===== src/hw/rtl/itp_pkg.sv =====
package itp_pkg;

  // widths
  localparam int OUT_BITS           = 64;
  localparam int DEFAULT_VALUE_BITS = 64;
  localparam int MAX_SUFFIX         = 3;

  // mode register codes
  localparam logic [1:0] MODE_WHOLE  = 2'd0;
  localparam logic [1:0] MODE_PREFIX = 2'd1;
  localparam logic [1:0] MODE_SUFFIX = 2'd2;

  // radix codes
  localparam logic [1:0] RADIX_DEC = 2'd0;
  localparam logic [1:0] RADIX_OCT = 2'd1;
  localparam logic [1:0] RADIX_HEX = 2'd2;

  // characters
  localparam logic [7:0] CH_NUL   = 8'h00;
  localparam logic [7:0] CH_TAB   = 8'h09;
  localparam logic [7:0] CH_CR    = 8'h0D;
  localparam logic [7:0] CH_SPACE = 8'h20;
  localparam logic [7:0] CH_PLUS  = 8'h2B;
  localparam logic [7:0] CH_MINUS = 8'h2D;
  localparam logic [7:0] CH_0     = 8'h30;
  localparam logic [7:0] CH_9     = 8'h39;
  localparam logic [7:0] CH_UA    = 8'h41;
  localparam logic [7:0] CH_UZ    = 8'h5A;
  localparam logic [7:0] CH_LA    = 8'h61;
  localparam logic [7:0] CH_LZ    = 8'h7A;
  localparam logic [7:0] CH_UX    = 8'h58;
  localparam logic [7:0] CH_LX    = 8'h78;
  localparam logic [7:0] CH_UK    = 8'h4B;
  localparam logic [7:0] CH_LK    = 8'h6B;
  localparam logic [7:0] CH_UM    = 8'h4D;
  localparam logic [7:0] CH_LM    = 8'h6D;
  localparam logic [7:0] CH_UG    = 8'h47;
  localparam logic [7:0] CH_LG    = 8'h67;
  localparam logic [7:0] CH_UI    = 8'h49;
  localparam logic [7:0] CH_LI    = 8'h69;
  localparam logic [7:0] CH_UB    = 8'h42;
  localparam logic [7:0] CH_LB    = 8'h62;

  // digit code for a character that is no digit in any radix
  localparam logic [5:0] DIGIT_NONE = 6'd63;

  // scan phases
  typedef enum logic [7:0] {
    PH_WS     = 8'b0000_0001,
    PH_SIGN   = 8'b0000_0010,
    PH_ZERO   = 8'b0000_0100,
    PH_PREFIX = 8'b0000_1000,
    PH_DIGITS = 8'b0001_0000,
    PH_TRAIL  = 8'b0010_0000,
    PH_FAIL   = 8'b0100_0000,
    PH_ENDED  = 8'b1000_0000
  } phase_t;

  // end-of-string record leaving the scan stage
  typedef struct packed {
    logic       ok;
    logic       negative;
    logic [1:0] steps;
    logic       bin;
  } fin_t;

  // record through the scale stages
  typedef struct packed {
    logic       ok;
    logic [1:0] steps;
    logic       bin;
  } scl_t;

  function automatic logic is_blank(input logic [7:0] c);
    return (c == CH_SPACE) || ((c >= CH_TAB) && (c <= CH_CR));
  endfunction

  function automatic logic [5:0] digit_value(input logic [7:0] c);
    logic [7:0] d;
    d = 8'd0;
    if ((c >= CH_0) && (c <= CH_9)) begin
      d = c - CH_0;
    end else if ((c >= CH_LA) && (c <= CH_LZ)) begin
      d = c - CH_LA + 8'd10;
    end else if ((c >= CH_UA) && (c <= CH_UZ)) begin
      d = c - CH_UA + 8'd10;
    end else begin
      d = 8'(DIGIT_NONE);
    end
    return d[5:0];
  endfunction

  function automatic logic [4:0] radix_value(input logic [1:0] sel);
    case (sel)
      RADIX_OCT: return 5'd8;
      RADIX_HEX: return 5'd16;
      default:   return 5'd10;
    endcase
  endfunction

  function automatic logic [1:0] exp_steps(input logic [7:0] c);
    if ((c == CH_LK) || (c == CH_UK)) return 2'd1;
    if ((c == CH_LM) || (c == CH_UM)) return 2'd2;
    if ((c == CH_LG) || (c == CH_UG)) return 2'd3;
    return 2'd0;
  endfunction

  function automatic logic is_unit(input logic [7:0] c);
    return (c == CH_LB) || (c == CH_UB);
  endfunction

  function automatic logic is_bin(input logic [7:0] c);
    return (c == CH_LI) || (c == CH_UI);
  endfunction

endpackage


===== src/hw/rtl/itp_scan.sv =====
module itp_scan #(
  parameter int VALUE_BITS = itp_pkg::DEFAULT_VALUE_BITS
) (
  input  logic                  clk,
  input  logic                  rst,
  input  logic                  in_valid,
  output logic                  in_ready,
  input  logic [7:0]            ch,
  input  logic                  last,
  input  logic [1:0]            mode,
  output logic                  fin_valid,
  input  logic                  fin_ready,
  output itp_pkg::fin_t         fin_ctrl,
  output logic [VALUE_BITS-1:0] fin_mag
);
  import itp_pkg::*;

  localparam int PW = VALUE_BITS + 5;
  localparam logic [PW-1:0] VLIMIT = PW'(1) << (VALUE_BITS - 1);

  // input register
  logic       ireg_valid;
  logic [7:0] ireg_ch;
  logic       ireg_last;

  // string state
  phase_t                phase, phase_next;
  logic                  negative, negative_next;
  logic [1:0]            radix_sel, radix_sel_next;
  logic [VALUE_BITS-1:0] magnitude, magnitude_next;
  logic                  range_error, range_error_next;
  logic [2:0]            suffix_count, suffix_count_next;
  logic [7:0]            suffix_chars [MAX_SUFFIX];
  logic [7:0]            suffix_chars_next [MAX_SUFFIX];

  logic       fin_free;
  logic       go;
  logic       detect;
  logic [5:0] dig;
  logic       sign_path;
  logic       acc_do;
  logic [1:0] acc_rsel;
  logic       suf_do;
  logic [PW-1:0] mext;
  logic [PW-1:0] prod;

  logic       sfx_ok;
  logic [1:0] sfx_steps;
  logic       sfx_bin;
  logic       mode_ok;
  logic [1:0] fin_steps;
  logic       fin_bin;
  logic       fin_ok;
  fin_t       fin_rec;

  // handshake: a last item needs room in the end-of-string register
  assign fin_free = !fin_valid || fin_ready;
  assign go       = ireg_valid && (!ireg_last || fin_free);
  assign in_ready = !ireg_valid || go;

  assign detect = (mode != MODE_PREFIX);
  assign dig    = digit_value(ireg_ch);

  // per-character state update
  always_comb begin
    phase_next        = phase;
    negative_next     = negative;
    radix_sel_next    = radix_sel;
    magnitude_next    = magnitude;
    range_error_next  = range_error;
    suffix_count_next = suffix_count;
    suffix_chars_next = suffix_chars;
    sign_path = 1'b0;
    acc_do    = 1'b0;
    acc_rsel  = radix_sel;
    suf_do    = 1'b0;
    mext      = PW'(magnitude);
    prod      = '0;

    if (go && (phase != PH_FAIL) && (phase != PH_ENDED)) begin
      if (ireg_ch == CH_NUL) begin
        if ((phase == PH_WS) || (phase == PH_SIGN) || (phase == PH_PREFIX)) begin
          phase_next = PH_FAIL;
        end else begin
          phase_next = PH_ENDED;
        end
      end else begin
        case (phase)
          PH_WS: begin
            if (is_blank(ireg_ch)) begin
              phase_next = PH_WS;
            end else if ((ireg_ch == CH_PLUS) || (ireg_ch == CH_MINUS)) begin
              negative_next = (ireg_ch == CH_MINUS);
              phase_next    = PH_SIGN;
            end else begin
              sign_path = 1'b1;
            end
          end
          PH_SIGN: begin
            sign_path = 1'b1;
          end
          PH_ZERO: begin
            if (detect && ((ireg_ch == CH_LX) || (ireg_ch == CH_UX))) begin
              phase_next = PH_PREFIX;
            end else if (detect && (dig < 6'd8)) begin
              radix_sel_next = RADIX_OCT;
              phase_next     = PH_DIGITS;
              acc_do         = 1'b1;
              acc_rsel       = RADIX_OCT;
            end else begin
              phase_next = PH_TRAIL;
              suf_do     = 1'b1;
            end
          end
          PH_PREFIX: begin
            if (dig >= 6'd16) begin
              phase_next = PH_FAIL;
            end else begin
              radix_sel_next = RADIX_HEX;
              phase_next     = PH_DIGITS;
              acc_do         = 1'b1;
              acc_rsel       = RADIX_HEX;
            end
          end
          PH_DIGITS: begin
            if (dig < 6'(radix_value(radix_sel))) begin
              acc_do = 1'b1;
            end else begin
              phase_next = PH_TRAIL;
              suf_do     = 1'b1;
            end
          end
          PH_TRAIL: begin
            suf_do = 1'b1;
          end
          default: begin
            phase_next = phase;
          end
        endcase

        // first character after blanks and sign
        if (sign_path) begin
          if (dig > 6'd9) begin
            phase_next = PH_FAIL;
          end else begin
            radix_sel_next = RADIX_DEC;
            acc_rsel       = RADIX_DEC;
            if (detect && (dig == 6'd0)) begin
              phase_next = PH_ZERO;
            end else begin
              phase_next = PH_DIGITS;
              acc_do     = 1'b1;
            end
          end
        end
      end
    end

    // multiply-add with range check: out of range when m*r + d > limit
    case (acc_rsel)
      RADIX_OCT: prod = (mext << 3) + PW'(dig[3:0]);
      RADIX_HEX: prod = (mext << 4) + PW'(dig[3:0]);
      default:   prod = (mext << 3) + (mext << 1) + PW'(dig[3:0]);
    endcase
    if (acc_do && !range_error) begin
      if (prod > VLIMIT) begin
        range_error_next = 1'b1;
      end else begin
        magnitude_next = prod[VALUE_BITS-1:0];
      end
    end

    // suffix capture, count saturates one past the slots
    if (suf_do) begin
      for (int i = 0; i < MAX_SUFFIX; i++) begin
        if (suffix_count == 3'(i)) begin
          suffix_chars_next[i] = ireg_ch;
        end
      end
      if (suffix_count < 3'(MAX_SUFFIX + 1)) begin
        suffix_count_next = suffix_count + 3'd1;
      end
    end
  end

  // suffix decode on the state after this character
  always_comb begin
    sfx_ok    = 1'b0;
    sfx_steps = exp_steps(suffix_chars_next[0]);
    sfx_bin   = 1'b0;
    case (suffix_count_next)
      3'd0: begin
        sfx_ok    = 1'b1;
        sfx_steps = 2'd0;
      end
      3'd1: begin
        sfx_ok = (sfx_steps != 2'd0) || is_unit(suffix_chars_next[0]);
      end
      3'd2: begin
        sfx_ok  = (sfx_steps != 2'd0) &&
                  (is_bin(suffix_chars_next[1]) || is_unit(suffix_chars_next[1]));
        sfx_bin = is_bin(suffix_chars_next[1]);
      end
      3'd3: begin
        sfx_ok  = (sfx_steps != 2'd0) && is_bin(suffix_chars_next[1]) &&
                  is_unit(suffix_chars_next[2]);
        sfx_bin = 1'b1;
      end
      default: begin
        sfx_ok = 1'b0;
      end
    endcase
  end

  // end-of-string checks under the current mode
  always_comb begin
    mode_ok   = 1'b0;
    fin_steps = 2'd0;
    fin_bin   = 1'b0;
    case (mode)
      MODE_PREFIX: begin
        mode_ok = 1'b1;
      end
      MODE_SUFFIX: begin
        mode_ok   = sfx_ok;
        fin_steps = sfx_steps;
        fin_bin   = sfx_bin;
      end
      default: begin
        mode_ok = (suffix_count_next == 3'd0);
      end
    endcase
    fin_ok = mode_ok && !range_error_next &&
             (phase_next != PH_WS) && (phase_next != PH_SIGN) &&
             (phase_next != PH_PREFIX) && (phase_next != PH_FAIL);
    fin_rec.ok       = fin_ok;
    fin_rec.negative = negative_next;
    fin_rec.steps    = fin_ok ? fin_steps : 2'd0;
    fin_rec.bin      = fin_bin;
  end

  // input register
  always_ff @(posedge clk) begin
    if (rst) begin
      ireg_valid <= 1'b0;
    end else if (in_ready) begin
      ireg_valid <= in_valid;
    end
    if (in_ready && in_valid) begin
      ireg_ch   <= ch;
      ireg_last <= last;
    end
  end

  // string state, cleared after each last item
  always_ff @(posedge clk) begin
    if (rst || (go && ireg_last)) begin
      phase        <= PH_WS;
      negative     <= 1'b0;
      radix_sel    <= RADIX_DEC;
      magnitude    <= '0;
      range_error  <= 1'b0;
      suffix_count <= 3'd0;
      for (int i = 0; i < MAX_SUFFIX; i++) begin
        suffix_chars[i] <= 8'd0;
      end
    end else begin
      phase        <= phase_next;
      negative     <= negative_next;
      radix_sel    <= radix_sel_next;
      magnitude    <= magnitude_next;
      range_error  <= range_error_next;
      suffix_count <= suffix_count_next;
      suffix_chars <= suffix_chars_next;
    end
  end

  // end-of-string register
  always_ff @(posedge clk) begin
    if (rst) begin
      fin_valid <= 1'b0;
    end else if (fin_free) begin
      fin_valid <= go && ireg_last;
    end
    if (fin_free && go && ireg_last) begin
      fin_ctrl <= fin_rec;
      fin_mag  <= magnitude_next;
    end
  end

endmodule


===== src/hw/rtl/itp_sign.sv =====
module itp_sign #(
  parameter int VALUE_BITS = itp_pkg::DEFAULT_VALUE_BITS
) (
  input  logic                  clk,
  input  logic                  rst,
  input  logic                  up_valid,
  output logic                  up_ready,
  input  itp_pkg::fin_t         up_ctrl,
  input  logic [VALUE_BITS-1:0] up_mag,
  output logic                  dn_valid,
  input  logic                  dn_ready,
  output itp_pkg::scl_t         dn_ctrl,
  output logic [VALUE_BITS-1:0] dn_value
);
  import itp_pkg::*;

  logic                  load;
  logic                  bad_range;
  logic                  ok;
  logic [VALUE_BITS-1:0] signed_value;
  scl_t                  rec;

  assign load     = !dn_valid || dn_ready;
  assign up_ready = load;

  // positive side stops one below the limit, negative side reaches it
  assign bad_range = up_mag[VALUE_BITS-1] &&
                     (!up_ctrl.negative || (|up_mag[VALUE_BITS-2:0]));
  assign ok = up_ctrl.ok && !bad_range;

  // apply sign, zero on failure
  always_comb begin
    if (!ok) begin
      signed_value = '0;
    end else if (up_ctrl.negative) begin
      signed_value = '0 - up_mag;
    end else begin
      signed_value = up_mag;
    end
    rec.ok    = ok;
    rec.steps = ok ? up_ctrl.steps : 2'd0;
    rec.bin   = up_ctrl.bin;
  end

  always_ff @(posedge clk) begin
    if (rst) begin
      dn_valid <= 1'b0;
    end else if (load) begin
      dn_valid <= up_valid;
    end
    if (load && up_valid) begin
      dn_ctrl  <= rec;
      dn_value <= signed_value;
    end
  end

endmodule


===== src/hw/rtl/itp_scale.sv =====
module itp_scale #(
  parameter int VALUE_BITS = itp_pkg::DEFAULT_VALUE_BITS,
  parameter int STEP       = 0
) (
  input  logic                  clk,
  input  logic                  rst,
  input  logic                  up_valid,
  output logic                  up_ready,
  input  itp_pkg::scl_t         up_ctrl,
  input  logic [VALUE_BITS-1:0] up_value,
  output logic                  dn_valid,
  input  logic                  dn_ready,
  output itp_pkg::scl_t         dn_ctrl,
  output logic [VALUE_BITS-1:0] dn_value
);
  import itp_pkg::*;

  logic                  load;
  logic                  apply;
  logic [VALUE_BITS-1:0] times_1024;
  logic [VALUE_BITS-1:0] times_1000;
  logic [VALUE_BITS-1:0] scaled;

  assign load     = !dn_valid || dn_ready;
  assign up_ready = load;

  // one k/m/g step, wrapping at the value width
  assign apply      = (up_ctrl.steps > 2'(STEP));
  assign times_1024 = up_value << 10;
  assign times_1000 = times_1024 - (up_value << 4) - (up_value << 3);

  always_comb begin
    if (!apply) begin
      scaled = up_value;
    end else if (up_ctrl.bin) begin
      scaled = times_1024;
    end else begin
      scaled = times_1000;
    end
  end

  always_ff @(posedge clk) begin
    if (rst) begin
      dn_valid <= 1'b0;
    end else if (load) begin
      dn_valid <= up_valid;
    end
    if (load && up_valid) begin
      dn_ctrl  <= up_ctrl;
      dn_value <= scaled;
    end
  end

endmodule


===== src/hw/rtl/integer_text_parser_with_size_suffix_core.sv =====
// Integer text parser with size suffix.
// Input channel (in_valid / in_stall): one character per item in ch, with
// last set on the final item of a string; ch of zero ends the string early.
// Output channel (out_valid / out_stall): one item per string, ok and a
// 64-bit two's complement value (zero when ok is low).
// Config: cfg_wr_en / cfg_wr_data write the 2-bit mode register, to be
// written between strings only.
// Throughput: one character per cycle, back to back, while in_stall is low;
// the scan stage does the per-character multiply-add and range compare.
// Pipeline: the last character passes the input register, the scan stage's
// end-of-string register, the sign register and three scale stages.
// Reset (rst, synchronous): mode returns to 0, string state is cleared and
// every pipeline stage is emptied.
// Stall: a held result stays on the output; stages behind it keep filling,
// and in_stall rises only once every stage is full and a last character waits.
module integer_text_parser_with_size_suffix_core #(
  parameter int VALUE_BITS = itp_pkg::DEFAULT_VALUE_BITS
) (
  input  logic                         clk,
  input  logic                         rst,
  input  logic                         in_valid,
  output logic                         in_stall,
  input  logic [7:0]                   ch,
  input  logic                         last,
  output logic                         out_valid,
  input  logic                         out_stall,
  output logic                         ok,
  output logic [itp_pkg::OUT_BITS-1:0] value,
  input  logic                         cfg_wr_en,
  input  logic [1:0]                   cfg_wr_data
);
  import itp_pkg::*;

  localparam int NSTAGE = 3;

  logic [1:0] mode;

  logic                  in_ready;
  logic                  fin_valid;
  logic                  fin_ready;
  fin_t                  fin_ctrl;
  logic [VALUE_BITS-1:0] fin_mag;

  logic                  stg_valid [NSTAGE+1];
  logic                  stg_ready [NSTAGE+1];
  scl_t                  stg_ctrl  [NSTAGE+1];
  logic [VALUE_BITS-1:0] stg_value [NSTAGE+1];
  logic signed [VALUE_BITS-1:0] result;

  // mode register
  always_ff @(posedge clk) begin
    if (rst) begin
      mode <= MODE_WHOLE;
    end else if (cfg_wr_en) begin
      mode <= cfg_wr_data;
    end
  end

  itp_scan #(.VALUE_BITS(VALUE_BITS)) u_scan (
    .clk       (clk),
    .rst       (rst),
    .in_valid  (in_valid),
    .in_ready  (in_ready),
    .ch        (ch),
    .last      (last),
    .mode      (mode),
    .fin_valid (fin_valid),
    .fin_ready (fin_ready),
    .fin_ctrl  (fin_ctrl),
    .fin_mag   (fin_mag)
  );

  itp_sign #(.VALUE_BITS(VALUE_BITS)) u_sign (
    .clk      (clk),
    .rst      (rst),
    .up_valid (fin_valid),
    .up_ready (fin_ready),
    .up_ctrl  (fin_ctrl),
    .up_mag   (fin_mag),
    .dn_valid (stg_valid[0]),
    .dn_ready (stg_ready[0]),
    .dn_ctrl  (stg_ctrl[0]),
    .dn_value (stg_value[0])
  );

  // suffix scale chain, one k/m/g step per stage
  for (genvar s = 0; s < NSTAGE; s++) begin : g_scale
    itp_scale #(.VALUE_BITS(VALUE_BITS), .STEP(s)) u_scale (
      .clk      (clk),
      .rst      (rst),
      .up_valid (stg_valid[s]),
      .up_ready (stg_ready[s]),
      .up_ctrl  (stg_ctrl[s]),
      .up_value (stg_value[s]),
      .dn_valid (stg_valid[s+1]),
      .dn_ready (stg_ready[s+1]),
      .dn_ctrl  (stg_ctrl[s+1]),
      .dn_value (stg_value[s+1])
    );
  end

  // output channel from the last scale register
  assign stg_ready[NSTAGE] = !out_stall;
  assign in_stall          = !in_ready;
  assign out_valid         = stg_valid[NSTAGE];
  assign ok                = stg_ctrl[NSTAGE].ok;
  assign result            = stg_value[NSTAGE];
  assign value             = OUT_BITS'(result);

endmodule


===== config.mk =====
export PLATFORM = sky130hd
export DESIGN_NAME = integer_text_parser_with_size_suffix_core
export DESIGN_NICKNAME = d
export VERILOG_FILES = /design/src/hw/rtl/itp_pkg.sv /design/src/hw/rtl/itp_scan.sv /design/src/hw/rtl/itp_sign.sv /design/src/hw/rtl/itp_scale.sv /design/src/hw/rtl/integer_text_parser_with_size_suffix_core.sv
export SDC_FILE = /design/constraint.sdc
export NUM_CORES = 2
export LEC_CHECK = 0
export BUFFER_PORTS_ARGS = -buffer_cell sky130_fd_sc_hd__buf_2
export CELL_PAD_IN_SITES_DETAIL_PLACEMENT = 0
export CELL_PAD_IN_SITES_GLOBAL_PLACEMENT = 1
export CORE_MARGIN = 8
export CORE_UTILIZATION = 30
export DETAILED_ROUTE_END_ITERATION = 10
export GPL_TIMING_DRIVEN = 0
export PLACE_DENSITY_LB_ADDON = 0.1
export SYNTH_ARGS = -nofsm -noshare
export SYNTH_HDL_FRONTEND = slang
export SYNTH_SLANG_ARGS = --single-unit
export TNS_END_PERCENT = 5

===== constraint.sdc =====
create_clock -name clk -period 9.4 [get_ports clk]
set_input_delay 0.94 -clock clk [delete_from_list [all_inputs] [get_ports clk]]
set_output_delay 0.94 -clock clk [all_outputs]
set_load 0.01 [all_outputs]

==> tab_implementation.tex <==
\begin{tabular}{lr}
\hline
Metric & Value \\
\hline
\multicolumn{2}{l}{\textbf{Clock tree}} \\
\quad Inserted Clock Buffers & 57 \\
\quad Library cell used as clock root buffer & sky130\_fd\_sc\_hd\_\_clkbuf\_16 \\
\quad Number of H-tree levels & 2 \\
\quad Clock Sink Count & 455 \\
\quad Longest Clk Path Bufs & 3 \\
\quad CTS tree & built \\
\quad CTS clock-pin slew for the worst setup and hold paths & 70 ps \\
\quad Quantity of hold-fixing buffers added after cts & 0 \\
\quad Worst-Skew Late Latency & 660 ps \\
\multicolumn{2}{l}{\textbf{Critical path}} \\
\quad Critical path's top delay family & simple AND/OR/NAND/NOR gates \\
\quad Cell with the biggest individual delay on the critical path & sky130\_fd\_sc\_hd\_\_or4b\_2 \\
\quad Critical path buffers and inverters & 6 \\
\quad Nature of the critical path startpoint & register \\
\quad Data required time at the worst endpoint & 9770 ps \\
\quad Critical Path Source & u\_scan.ireg\_ch[1] \\
\quad Endpoint of the most critical register-to-register path & u\_scan.fin\_mag[62] \\
\quad Data arrival at the endpoint of the critical path & 9390 ps \\
\quad Largest driver fanout on the critical path & 10 \\
\quad Slowest Stage Delay on Critical Path & 730 ps \\
\quad Reg2Reg Launch Point & u\_scan.ireg\_ch[1] \\
\quad CP endpoint kind & register \\
\quad Critical Path Stages & 30 \\
\quad Worst reg-to-reg setup slack & 380 ps \\
\quad Depth of the worst register-to-register path & 30 \\
\quad Worst setup path category & register to register \\
\multicolumn{2}{l}{\textbf{Layout}} \\
\quad Proportion of layout cells with a drive suffix above 1 & 0.0706 \\
\quad Layout Nets & 5,905 \\
\quad Most frequent cells in the layout & 462 x sky130\_fd\_sc\_hd\_\_a21oi\_1, 453 x sky130\_fd\_sc\_hd\_\_nand2\_1, 424 x sky130\_fd\_sc\_hd\_\_nor2\_1 \\
\quad Area delta synth->final & 11.6\% \\
\quad Cell area after layout & 0.0505 mm\^{}2 \\
\quad Fill cell count & 15,900 \\
\quad Most common cell after layout, fill and taps aside & sky130\_fd\_sc\_hd\_\_a21oi\_1 \\
\quad Diode count & 0 \\
\multicolumn{2}{l}{\textbf{Synth}} \\
\quad Yosys warnings & 0 \\
\quad Leading area contributor after synthesis & sky130\_fd\_sc\_hd\_\_edfxtp\_1 \\
\quad Post-synth EDFFs & 347 \\
\quad Share of async-settable or async-resettable flops after synthesis & 0 \\
\quad Most used flip-flop cell after synthesis & sky130\_fd\_sc\_hd\_\_edfxtp\_1 \\
\quad Sequential share of the synthesized area & 0.278 \\
\quad Number of synthesized register bits & 455 \\
\quad Unique cell type count in the Yosys netlist & 105 \\
\quad Cell types with the largest area share after synthesis & sky130\_fd\_sc\_hd\_\_edfxtp\_1 23\%, sky130\_fd\_sc\_hd\_\_ha\_1 8.0\%, sky130\_fd\_sc\_hd\_\_fa\_1 7.1\% \\
\quad Yosys top cell area share & 0.230 \\
\quad Average cell area after synthesis & 8.57 um\^{}2 \\
\quad Mapped cell area & 0.0453 mm\^{}2 \\
\quad Gate count of the mapped netlist & 5,282 \\
\quad Post-synthesis net count & 5,749 \\
\multicolumn{2}{l}{\textbf{Power}} \\
\quad Maximum ir drop on the vdd rail & 0.137 mV \\
\quad Static leakage & 19.5 nW \\
\quad P per Cell Area & 99.8 mW/mm\^{}2 \\
\multicolumn{2}{l}{\textbf{Global route}} \\
\quad Global route overflow & 0 \\
\quad Total routing resource utilization after global routing & 0.184 \\
\quad Via count of the first global-routing pass & 40,100 \\
\quad Antenna violations before repair & 0 \\
\quad Wire length of the first global-routing pass & 240,000 um \\
\quad Largest net degree at the start of global routing & 39 \\
\multicolumn{2}{l}{\textbf{Floorplanning}} \\
\quad Core Footprint & 0.150 mm\^{}2 \\
\quad I/O pin cnt & 83 \\
\quad Horizontal die dimension & 405 um \\
\quad Number of placement rows & 142 \\
\quad Area of the die & 0.164 mm\^{}2 \\
\quad Initial standard-cell utilization of the core & 0.302 \\
\quad Die outline height & 405 um \\
\multicolumn{2}{l}{\textbf{Min path}} \\
\quad Hold path startpoint & u\_sign.dn\_ctrl[3] \\
\quad Hold path endpoint & g\_scale[0].u\_scale.dn\_ctrl[3] \\
\quad Depth of the worst hold-timing path & 0 \\
\quad Hold WC Path Type & register to register \\
\multicolumn{2}{l}{\textbf{Place}} \\
\quad Total cell area at the placement stage & 0.0484 mm\^{}2 \\
\quad DP Wirelength & 129,000 um \\
\quad Placer's final routability congestion estimate & 0.855 \\
\quad Number of buffers added on ports & 81 \\
\multicolumn{2}{l}{\textbf{STA}} \\
\quad Pins over their slew limit & 0 \\
\quad Hold Slack & 404 ps \\
\quad Clock Skews & 41.1 ps \\
\quad Final Hold Fails & 0 \\
\quad Remaining max-slew budget at the tightest pin & 0.148 \\
\quad Slew at the pin closest to its max-slew limit & 1270 ps \\
\quad Finish-stage setup viols & 0 \\
\quad Highest clock rate & 111 MHz \\
\quad Final period utilization & 0.959 \\
\quad Final Critical Period & 9020 ps \\
\multicolumn{2}{l}{\textbf{Outcome}} \\
\quad Result of the run & completed \\
\multicolumn{2}{l}{\textbf{Route}} \\
\quad Number of routed nets with antenna violations & 0 \\
\quad DRC violation total after the first TritonRoute iteration & 2,187 \\
\quad Drc violations & 0 \\
\quad Number of vias per cell & 5.25 \\
\quad Vias after detailed routing & 39,400 \\
\quad Routed wirelength normalized by instance count & 20.7 um \\
\quad 1st-pass router iterations & 5 \\
\quad Final WL & 155,000 um \\
\multicolumn{2}{l}{\textbf{Job}} \\
\quad Max-cap violations & 0 \\
\hline
\end{tabular}
## where the power goes
part           switching, W  internal [W]
sequential        0.0000288       0.00218
combinational      0.000407      0.000245
clock              0.000908       0.00127
total               0.00134       0.00370
## per-stage QoR
step / setup TNS, ps / std cells / utilization / total power, W / setup slack, ps
2_1_floorplan: 0 / 5282 / - / 0.00270 / 1490
5_1_grt: -346 / 7501 / 0.337 / 0.00527 / -51.7
6_report: 0 / 7501 / 0.337 / 0.00504 / 383
4_1_cts: 0 / 7498 / 0.336 / 0.00512 / 2.45
3_3_place_gp: -268790 / 7379 / 0.322 / 0.00290 / -2660
3_5_place_dp: -263030 / 7389 / 0.323 / 0.00289 / -2510
## sequential cells by signal, indices dropped and copies added (netlist names), 2 cells and up
register                  cells
g_scale.u_scale.dn_ctrl       9
g_scale.u_scale.dn_valid      3
g_scale.u_scale.dn_value    192
mode                          2
u_scan.fin_ctrl               5
u_scan.fin_mag               64
u_scan.ireg_ch                8
u_scan.magnitude             64
u_scan.phase                  8
u_scan.radix_sel              2
u_scan.suffix_chars          21
u_scan.suffix_count           3
u_sign.dn_ctrl                4
u_sign.dn_value              64
## metal layers
metal / global-route usage / up-vias / part of all wire
met3: 0.0143 / 211 / 0.030
met2: 0.320 / 722 / 0.47
li1: - / 19800 / -
met5: 0 / - / 0
met1: 0.243 / 18700 / 0.46
met4: 0.0579 / 0 / 0.034
## layout make-up
class | count | area, um^2 | share of cell area
Timing Repair Buffer | 98 | 658 | 0.0130
Tap cell | 2016 | 2520 | 0.0499
Sequential cell | 455 | 12600 | 0.249
Buffer | 250 | 1090 | 0.0217
Clock inverter | 29 | 204 | 0.00404
Clock buffer | 77 | 1670 | 0.0330
Multi-Input combinational cell | 4262 | 30600 | 0.606
Inverter | 314 | 1180 | 0.0233
## worst max-delay path by stage
stage / end
2_1_floorplan: u_scan.fin_mag[10]
3_3_place_gp: u_scan.fin_ctrl[2]
3_5_place_dp: u_scan.fin_ctrl[2]
4_1_cts: u_scan.fin_mag[62]
5_1_grt: u_scan.fin_ctrl[2]
6_report: u_scan.fin_mag[62]
## cell families after synthesis
logic type	after synthesis	synth area share
xor+xnor	347	0.0671
fa+ha+maj	451	0.151
buf+inv	565	0.0496
compound gates	1627	0.232
flops	455	0.278
simple gates	1718	0.190
mux	119	0.0326
## worst register-to-register path, delay by kind of cell, from the launching register on
family | cells | cell delay [ps]
flops | 1 | 420
simple gates | 13 | 3950
compound gates | 8 | 2170
mux | 1 | 340
buf+inv | 6 | 1400
fa+ha+maj | 2 | 470
## synthesized netlist by cell type, drive strengths merged, types with 34 or more instances
| library cell | n |
|---|---|
| o21ai | 364 |
| and3 | 71 |
| a21o | 154 |
| o211ai | 40 |
| a21oi | 463 |
| and2 | 97 |
| or4 | 43 |
| mux2 | 66 |
| xnor2 | 172 |
| o21a | 53 |
| or3 | 42 |
| o31ai | 54 |
| a221oi | 34 |
| inv | 314 |
| nand2 | 454 |
| ha | 290 |
| nor4 | 52 |
| nand3 | 143 |
| nor3 | 106 |
| fa | 161 |
| nor2 | 425 |
| nand2b | 56 |
| mux2i | 53 |
| nand4 | 74 |
| xor2 | 175 |
| edfxtp | 347 |
| a31oi | 82 |
| clkbuf | 204 |
| a211oi | 112 |
| nor2b | 49 |
| buf | 47 |
| dfxtp | 108 |
## repair_timing
| item | in CTS | in global routing |
|---|---|---|
| resized for setup | 30 | 18 |
| setup endpoints to repair | 132 | 132 |
| buffers inserted | 3 | 4 |
| pin swaps | 2 | 2 |
(Power assumes the default switching activity.)
